**config.mk**
```make
export PLATFORM = sky130hd
export DESIGN_NAME = positional_list_insert_read_erase
export DESIGN_NICKNAME = d
export VERILOG_FILES = /design/src/hdl/plist_pkg.sv /design/src/hdl/plist_ctrl.sv /design/src/hdl/plist_dp.sv /design/src/hdl/positional_list_insert_read_erase.sv
export SDC_FILE = /design/constraint.sdc
export NUM_CORES = 2
export LEC_CHECK = 0
export ABC_AREA = 0
export CAP_MARGIN = 5
export CORE_MARGIN = 5
export CORE_UTILIZATION = 41
export DETAILED_ROUTE_END_ITERATION = 8
export DONT_BUFFER_PORTS = 1
export RECOVER_POWER = 50
export SLEW_MARGIN = 10
export SYNTH_ARGS = -nofsm -noshare
export SYNTH_HDL_FRONTEND = slang
export SYNTH_HIERARCHICAL = 1
export SYNTH_SLANG_ARGS = --single-unit
```
**constraint.sdc**
```tcl
create_clock -name clk -period 15.4 [get_ports clk]
set_input_delay 0.77 -clock clk [delete_from_list [all_inputs] [get_ports clk]]
set_output_delay 0.77 -clock clk [all_outputs]
set_load 0.1 [all_outputs]
```
**src/hdl/plist_pkg.sv**
```systemverilog
// ----------------------------------------------------------------------------
// Positional list package
// Widths, request and status codes, and the command and status bundles that
// pass between the controller and the datapath.
// ----------------------------------------------------------------------------
package plist_pkg;

	localparam int DEPTH_DEF     = 64;
	localparam int WORD_BITS_DEF = 32;
	localparam int VALUE_W       = 32;
	localparam int MODE_W        = 2;
	localparam int STATUS_W      = 2;

	localparam logic [MODE_W-1:0] MODE_INSERT = 2'd0;
	localparam logic [MODE_W-1:0] MODE_READ   = 2'd1;

	localparam logic [STATUS_W-1:0] ST_OK    = 2'd0;
	localparam logic [STATUS_W-1:0] ST_RANGE = 2'd1;
	localparam logic [STATUS_W-1:0] ST_FULL  = 2'd2;

	typedef struct packed {
		logic                accept;
		logic                shift;
		logic                ins_write;
		logic                cnt_inc;
		logic                cnt_dec;
		logic                out_load;
		logic                out_rd;
		logic [STATUS_W-1:0] status;
	} cmd_t;

	typedef struct packed {
		logic is_insert;
		logic is_read;
		logic range_err;
		logic full;
		logic rem_zero;
		logic wr_pend;
	} sts_t;

endpackage

```
**src/hdl/plist_ctrl.sv**
```systemverilog
// ----------------------------------------------------------------------------
// Positional list controller
// Sequences one request: decode and range check, then word shift, count update
// and insert write, or a word read; then holds the result until it is taken.
// ----------------------------------------------------------------------------
module plist_ctrl (
	input  logic             clk,
	input  logic             arst_n,
	input  logic             in_valid,
	output logic             in_ready,
	output logic             out_valid,
	input  logic             out_ready,
	input  plist_pkg::sts_t  sts,
	output plist_pkg::cmd_t  cmd
);

	typedef enum logic [5:0] {
		S_IDLE    = 6'b000001,
		S_DECODE  = 6'b000010,
		S_SHIFT   = 6'b000100,
		S_RD_WAIT = 6'b001000,
		S_FINISH  = 6'b010000,
		S_HOLD    = 6'b100000
	} state_t;

	state_t state_q;
	state_t state_nxt;

	assign in_ready  = (state_q == S_IDLE);
	assign out_valid = (state_q == S_HOLD);

	always_comb begin
		cmd        = '0;
		cmd.status = plist_pkg::ST_OK;
		state_nxt  = state_q;
		unique case (state_q)
			S_IDLE: begin
				if (in_valid) begin
					cmd.accept = 1'b1;
					state_nxt  = S_DECODE;
				end
			end
			S_DECODE: begin
				if (sts.range_err) begin
					cmd.out_load = 1'b1;
					cmd.status   = plist_pkg::ST_RANGE;
					state_nxt    = S_HOLD;
				end else if (sts.is_insert && sts.full) begin
					cmd.out_load = 1'b1;
					cmd.status   = plist_pkg::ST_FULL;
					state_nxt    = S_HOLD;
				end else if (sts.is_read) begin
					state_nxt = S_RD_WAIT;
				end else begin
					state_nxt = S_SHIFT;
				end
			end
			S_SHIFT: begin
				if (!sts.rem_zero) begin
					cmd.shift = 1'b1;
				end else if (!sts.wr_pend) begin
					state_nxt = S_FINISH;
				end
			end
			S_RD_WAIT: begin
				cmd.out_load = 1'b1;
				cmd.out_rd   = 1'b1;
				state_nxt    = S_HOLD;
			end
			S_FINISH: begin
				cmd.ins_write = sts.is_insert;
				cmd.cnt_inc   = sts.is_insert;
				cmd.cnt_dec   = !sts.is_insert;
				cmd.out_load  = 1'b1;
				state_nxt     = S_HOLD;
			end
			S_HOLD: begin
				if (out_ready) begin
					state_nxt = S_IDLE;
				end
			end
			default: begin
				state_nxt = S_IDLE;
			end
		endcase
	end

	always_ff @(posedge clk or negedge arst_n) begin
		if (!arst_n) begin
			state_q <= S_IDLE;
		end else begin
			state_q <= state_nxt;
		end
	end

endmodule

```
**src/hdl/plist_dp.sv**
```systemverilog
// ----------------------------------------------------------------------------
// Positional list datapath
// Word memory with registered read, shift pointer and write stage, element
// count, range checks and the result register.
// ----------------------------------------------------------------------------
module plist_dp #(
	parameter int DEPTH     = plist_pkg::DEPTH_DEF,
	parameter int WORD_BITS = plist_pkg::WORD_BITS_DEF
) (
	input  logic                                 clk,
	input  logic                                 arst_n,
	input  plist_pkg::cmd_t                      cmd,
	output plist_pkg::sts_t                      sts,
	input  logic [plist_pkg::MODE_W-1:0]         mode,
	input  logic [$clog2(DEPTH+1)-1:0]           position,
	input  logic signed [plist_pkg::VALUE_W-1:0] value,
	output logic signed [plist_pkg::VALUE_W-1:0] read_value,
	output logic [plist_pkg::STATUS_W-1:0]       status,
	output logic [$clog2(DEPTH+1)-1:0]           entry_count
);

	localparam int AW = $clog2(DEPTH);
	localparam int CW = $clog2(DEPTH+1);

	logic [plist_pkg::MODE_W-1:0]         mode_q;
	logic [CW-1:0]                        pos_q;
	logic signed [plist_pkg::VALUE_W-1:0] value_q;
	logic [CW-1:0]                        count_q;
	logic [CW-1:0]                        count_nxt;
	logic [AW-1:0]                        ptr_q;
	logic [CW-1:0]                        rem_q;
	logic                                 wr_pend_s1;
	logic [AW-1:0]                        wr_addr_s1;
	logic [WORD_BITS-1:0]                 mem [DEPTH];
	logic [WORD_BITS-1:0]                 rdata_q;
	logic [WORD_BITS-1:0]                 value_ext;
	logic                                 mem_we;
	logic [AW-1:0]                        mem_wa;
	logic [WORD_BITS-1:0]                 mem_wd;
	logic                                 is_insert;
	logic                                 is_read;
	logic                                 in_insert;
	logic                                 in_read;
	logic [plist_pkg::VALUE_W-1:0]        read_value_q;
	logic [plist_pkg::STATUS_W-1:0]       status_q;
	logic [CW-1:0]                        entry_count_q;

	assign is_insert = (mode_q == plist_pkg::MODE_INSERT);
	assign is_read   = (mode_q == plist_pkg::MODE_READ);
	assign in_insert = (mode == plist_pkg::MODE_INSERT);
	assign in_read   = (mode == plist_pkg::MODE_READ);

	assign sts.is_insert = is_insert;
	assign sts.is_read   = is_read;
	assign sts.range_err = is_insert ? (pos_q > count_q)
	                                 : ((pos_q == '0) || (pos_q > count_q));
	assign sts.full      = (count_q == CW'(DEPTH));
	assign sts.rem_zero  = (rem_q == '0);
	assign sts.wr_pend   = wr_pend_s1;

	always_comb begin
		count_nxt = count_q;
		if (cmd.cnt_inc) begin
			count_nxt = count_q + CW'(1);
		end else if (cmd.cnt_dec) begin
			count_nxt = count_q - CW'(1);
		end
	end

	always_ff @(posedge clk) begin
		if (cmd.accept) begin
			mode_q  <= mode;
			pos_q   <= position;
			value_q <= value;
		end
	end

	always_ff @(posedge clk or negedge arst_n) begin
		if (!arst_n) begin
			count_q    <= '0;
			ptr_q      <= '0;
			rem_q      <= '0;
			wr_pend_s1 <= 1'b0;
			wr_addr_s1 <= '0;
		end else begin
			count_q    <= count_nxt;
			wr_pend_s1 <= cmd.shift;
			if (cmd.accept) begin
				rem_q <= count_q - position;
				if (in_insert) begin
					ptr_q <= AW'(count_q - CW'(1));
				end else if (in_read) begin
					ptr_q <= AW'(position - CW'(1));
				end else begin
					ptr_q <= AW'(position);
				end
			end else if (cmd.shift) begin
				rem_q <= rem_q - CW'(1);
				if (is_insert) begin
					ptr_q      <= ptr_q - AW'(1);
					wr_addr_s1 <= ptr_q + AW'(1);
				end else begin
					ptr_q      <= ptr_q + AW'(1);
					wr_addr_s1 <= ptr_q - AW'(1);
				end
			end
		end
	end

	assign value_ext = WORD_BITS'(value_q);
	assign mem_we    = wr_pend_s1 || cmd.ins_write;
	assign mem_wa    = wr_pend_s1 ? wr_addr_s1 : AW'(pos_q);
	assign mem_wd    = wr_pend_s1 ? rdata_q : value_ext;

	always_ff @(posedge clk) begin
		if (mem_we) begin
			mem[mem_wa] <= mem_wd;
		end
		rdata_q <= mem[ptr_q];
	end

	always_ff @(posedge clk) begin
		if (cmd.out_load) begin
			read_value_q  <= cmd.out_rd ? plist_pkg::VALUE_W'(rdata_q) : '0;
			status_q      <= cmd.status;
			entry_count_q <= count_nxt;
		end
	end

	assign read_value  = read_value_q;
	assign status      = status_q;
	assign entry_count = entry_count_q;

endmodule

```
**src/hdl/positional_list_insert_read_erase.sv**
```systemverilog
// ----------------------------------------------------------------------------
// Positional list with insert, read and erase
// Ordered list of up to DEPTH signed words held in a memory with one write and one read port.
// ----------------------------------------------------------------------------
// The block takes one request at a time and gives one result per request.
// It takes no new request until the result is taken. An insert or erase
// moves the elements behind the position one per cycle through the single
// write port of the word memory while the gap is opened or closed; a read
// or a flagged request moves nothing.
module positional_list_insert_read_erase #(
	parameter int DEPTH     = plist_pkg::DEPTH_DEF,
	parameter int WORD_BITS = plist_pkg::WORD_BITS_DEF
) (
	input  logic                                 clk,
	input  logic                                 arst_n,
	input  logic                                 in_valid,
	output logic                                 in_ready,
	input  logic [plist_pkg::MODE_W-1:0]         mode,
	input  logic [$clog2(DEPTH+1)-1:0]           position,
	input  logic signed [plist_pkg::VALUE_W-1:0] value,
	output logic                                 out_valid,
	input  logic                                 out_ready,
	output logic signed [plist_pkg::VALUE_W-1:0] read_value,
	output logic [plist_pkg::STATUS_W-1:0]       status,
	output logic [$clog2(DEPTH+1)-1:0]           entry_count
);

	plist_pkg::cmd_t cmd;
	plist_pkg::sts_t sts;

	plist_ctrl u_ctrl (
		.clk       (clk),
		.arst_n    (arst_n),
		.in_valid  (in_valid),
		.in_ready  (in_ready),
		.out_valid (out_valid),
		.out_ready (out_ready),
		.sts       (sts),
		.cmd       (cmd)
	);

	plist_dp #(
		.DEPTH     (DEPTH),
		.WORD_BITS (WORD_BITS)
	) u_dp (
		.clk         (clk),
		.arst_n      (arst_n),
		.cmd         (cmd),
		.sts         (sts),
		.mode        (mode),
		.position    (position),
		.value       (value),
		.read_value  (read_value),
		.status      (status),
		.entry_count (entry_count)
	);

endmodule

```
==> flow_summary.toml <==
[run_status]
status = "finished with violations"
failed_checks = "capacitance limit, slew limit"

[clock_network]
post-cts-setup-buffer-count = 0
cts-root-buf = "clkbuf_16"
numCtsBuffers = 209
cts_buffer_depth = 3
cts.reportedPaths.clkPinSlew_ns = 0.06
cts_resized = 0
clk_latency_ns = 0.86
cts_sinks = 2195
h-tree-depth = 4
hold_buffers = 43
tritoncts = "yes"

[grt]
grt_pass1_vias = 41100
grt_overflow = 0
grt_pass1_wl_um = 322000
antenna_found_initial = 17
grt_max_degree = 103
grt_usage = 0.210

[floorplan]
start_util = 0.412
io_pins = 88
die_area_mm2 = 0.215
die_h_um = 464
die_w_um = 464
core_mm2 = 0.205
rows = 166

[timing]
relSlewSlack = -1.82
rsz0062_at_grt = "false"
max_freq_mhz = 155
hold_violations = 0
finalCritPeriodShare = 0.418
slew_viol_final = 2076
min_period_ns = 6.43
tns_ns = 0
setup_viol = 0
finalClockSkew_ns = 0.0253
tightest_slew_ns = 4.24
layout_setup_ws_ns = 8.97

[worst_setup_path]
required_ns = 15.47
cpPeakStageDelay_ns = 2.61
critPathArrivalTime_ns = 6.51
crit_path_frequent_cell = "clkbuf_1"
cp-start-kind = "register"
worstSetupEndpointType = "register"
crit_chain = "clkbuf_1, mux2_2, clkbuf_1"
crit_fanout = 64
worst_path_max_delay_cell = "clkbuf_1"
critPathKind = "reg2reg"

[synthesis]
synthesis.area_mm2 = 0.0844
synth_edf_count = 2130
synth_warnings = 6
synthArstFlopShare = 0.0150
syn-num-nets = 4028
synth_xor_area_frac = 0.00290
synth_compound_gate_area_share = 0.0259
synth_top_family_by_area = "multiplexers"
synth_ff_type = "edfxtp_1"
synthAdderAreaFrac = 0.00320
synthMuxAreaShare = 0.149
ys_seq_elements = 2195
netlist_instances = 3962
synthSimpleGateAreaFrac = 0.0283
syn_avg_cell_area_um2 = 21.3
ys_types = 64
seq_area_frac_synth = 0.775

[run]
cap_viol_max_count = 34

[pwr]
p_clk_frac = 0.292
p_int_w = 0.0116
p_sw_w = 0.00560
comb_power_share = 0.270
pwr_density_cell_mw_per_mm2 = 180
power_frac_seq = 0.437
ir_drop_mv = 0.173
power_w = 0.0172
switching_share = 0.326
power_leakage_nw = 29.4

[route]
drt_iter0_drc = 5586
ant_nets = 0
vias = 41900
viasPerCell = 5.98
drc = 0
wl_per_cell_um = 32.6
wl_um = 229000
first_pass_iters = 6

[layout]
area_delta_synth_final_pct = 12.7
fin_cells = 7006
final_util = 0.465
nets = 4204
drive_gt1_frac = 0.237

[placed_design]
post-place-cells = 6572
gp_congestion = 0.817
numPortBuffers = 0
place_hpwl_um = 128000
place_ws_ns = 10.61

[worst_hold_path]
hold_class = "in2reg"
==> final timing paths <==
kind | startpoint | endpoint | slack (ns) | cells past startpoint
hold reg to reg | u_dp/wr_addr_s1[0]$_DFFE_PN0P_ | u_dp/wr_addr_s1[0]$_DFFE_PN0P_ | 0.51 | 2
setup / recovery | u_dp/wr_pend_s1$_DFF_PN0_ | u_dp/mem[36][21]$_DFFE_PP_ | 8.97 | 3
min in group asynchronous | arst_n | u_dp/count_q[1]$_DFF_PN0_ | 1.14 | 2
hold / removal | mode[1] | u_dp/ptr_q[3]$_DFFE_PN0P_ | 0.08 | 2
max in group asynchronous | arst_n | u_dp/ptr_q[4]$_DFFE_PN0P_ | 12.78 | 2
setup reg to reg | u_dp/wr_pend_s1$_DFF_PN0_ | u_dp/mem[36][21]$_DFFE_PP_ | 8.97 | 3
==> cells in the mapped netlist, types with 6 or more instances <==
library cell / number / area, µm²
a22oi_1: 16 / 120
or3_1: 6 / 37.5
mux2_2: 37 / 417
buf_4: 45 / 338
o21ai_0: 36 / 180
o22ai_1: 120 / 751
and2_1: 37 / 231
dfxtp_1: 32 / 641
xnor2_1: 17 / 149
buf_1: 16 / 60.1
nor4_1: 6 / 37.5
dfrtp_1: 32 / 801
nor2_1: 172 / 646
inv_1: 29 / 109
buf_2: 73 / 365
nand2b_1: 11 / 68.8
nand2_1: 152 / 571
nor3_1: 45 / 225
mux4_2: 507 / 11400
a32oi_1: 21 / 184
buf_6: 15 / 169
nor2b_1: 22 / 138
edfxtp_1: 2130 / 64000
clkbuf_1: 65 / 244
xor2_1: 11 / 96.3
ha_1: 20 / 250
nand3_1: 47 / 235
a21oi_1: 60 / 300
mux2i_1: 74 / 741
a221oi_1: 6 / 52.6
o221ai_1: 28 / 245
==> state kept, by name, indices dropped and copies added (netlist names), 6 cells and up <==
name              flops
u_dp/mem           2048
u_dp/rdata_q         32
u_dp/read_value      32
u_dp/value_ext       32
u_dp/count_q          7
u_dp/entry_count      7
u_dp/pos_q            7
u_dp/rem_q            7
u_ctrl/state_q        6
u_dp/ptr_q            6
u_dp/wr_addr_s1       6
==> placed cells by master (no fill, tap or decap), types with 11 or more instances in the layout <==
cell,Yosys,routed
a21oi_1,60,60
a22oi_1,16,16
a32oi_1,21,21
and2_0,0,27
buf_4,45,101
bufinv_16,0,16
clkbuf_1,65,97
clkbuf_16,0,210
clkinv_1,0,31
clkinv_2,0,33
dfrtp_1,32,28
dfxtp_1,32,32
dlygate4sd3_1,0,42
edfxtp_1,2130,2130
ha_1,20,20
inv_1,29,28
mux2_2,37,29
mux2i_1,74,74
mux4_2,507,507
nand2_1,152,150
nand3_1,47,47
nor2_1,172,108
nor2_4,0,64
nor2b_1,22,20
nor3_1,45,45
o21ai_0,36,36
o221ai_1,28,28
o22ai_1,120,120
xnor2_1,17,17
xor2_1,11,11
==> logic make-up (layout without fill, tap and decap cells) <==
kind of cell,count (synthesis),count (layout)
adders and majority gates,21,21
buffers and inverters,247,595
AOI/OAI and AO/OA,329,329
and+or+nand+nor,524,524
xor gates and xnor gates,28,28
muxes,618,618
other,0,8
DFF,2195,2195
==> stage by stage <==
stage	hold WS, ns	instance area (µm²)
2_1_floorplan	0.466	84400
3_3_place_gp	0.477	88200
3_5_place_dp	0.477	88200
4_1_cts	0.00938	95300
5_1_grt	0.0241	95200
6_report	0.0753	95200
==> layout make-up <==
class	instances	area, µm²
antenna	8	20.0
clock inverter	103	1090
inverter	29	109
clock buffer	280	5600
fill	16800	110000
tap	2688	3360
timing repair buffer	183	1410
sequential	2195	65400
multi-input combinational	1520	18200
==> metal layers <==
layer	GRT usage	vias up	wire length [µm]
met5	0	-	53
met4	0.0624	6	6570
met3	0.0446	295	21900
met2	0.322	2102	106000
met1	0.305	22600	93900
li1	-	16800	-
==> critical path, delay by kind of cell (launching register included) <==
family	cells	cell delay, ns
buffers and inverters	2	3.86
DFF	1	1.17
muxes	1	0.36
==> power by group through the flow <==
stage	Sequential (W)	Combinational [W]	Clock, W
after floorplan	0.00734	0.00303	0
after global placement	0.00755	0.00466	0
after detailed placement	0.00755	0.00467	0
after CTS	0.00743	0.00470	0.00511
after global routing	0.00752	0.00488	0.00536
final	0.00751	0.00464	0.00502
(Power assumes the default switching activity.)
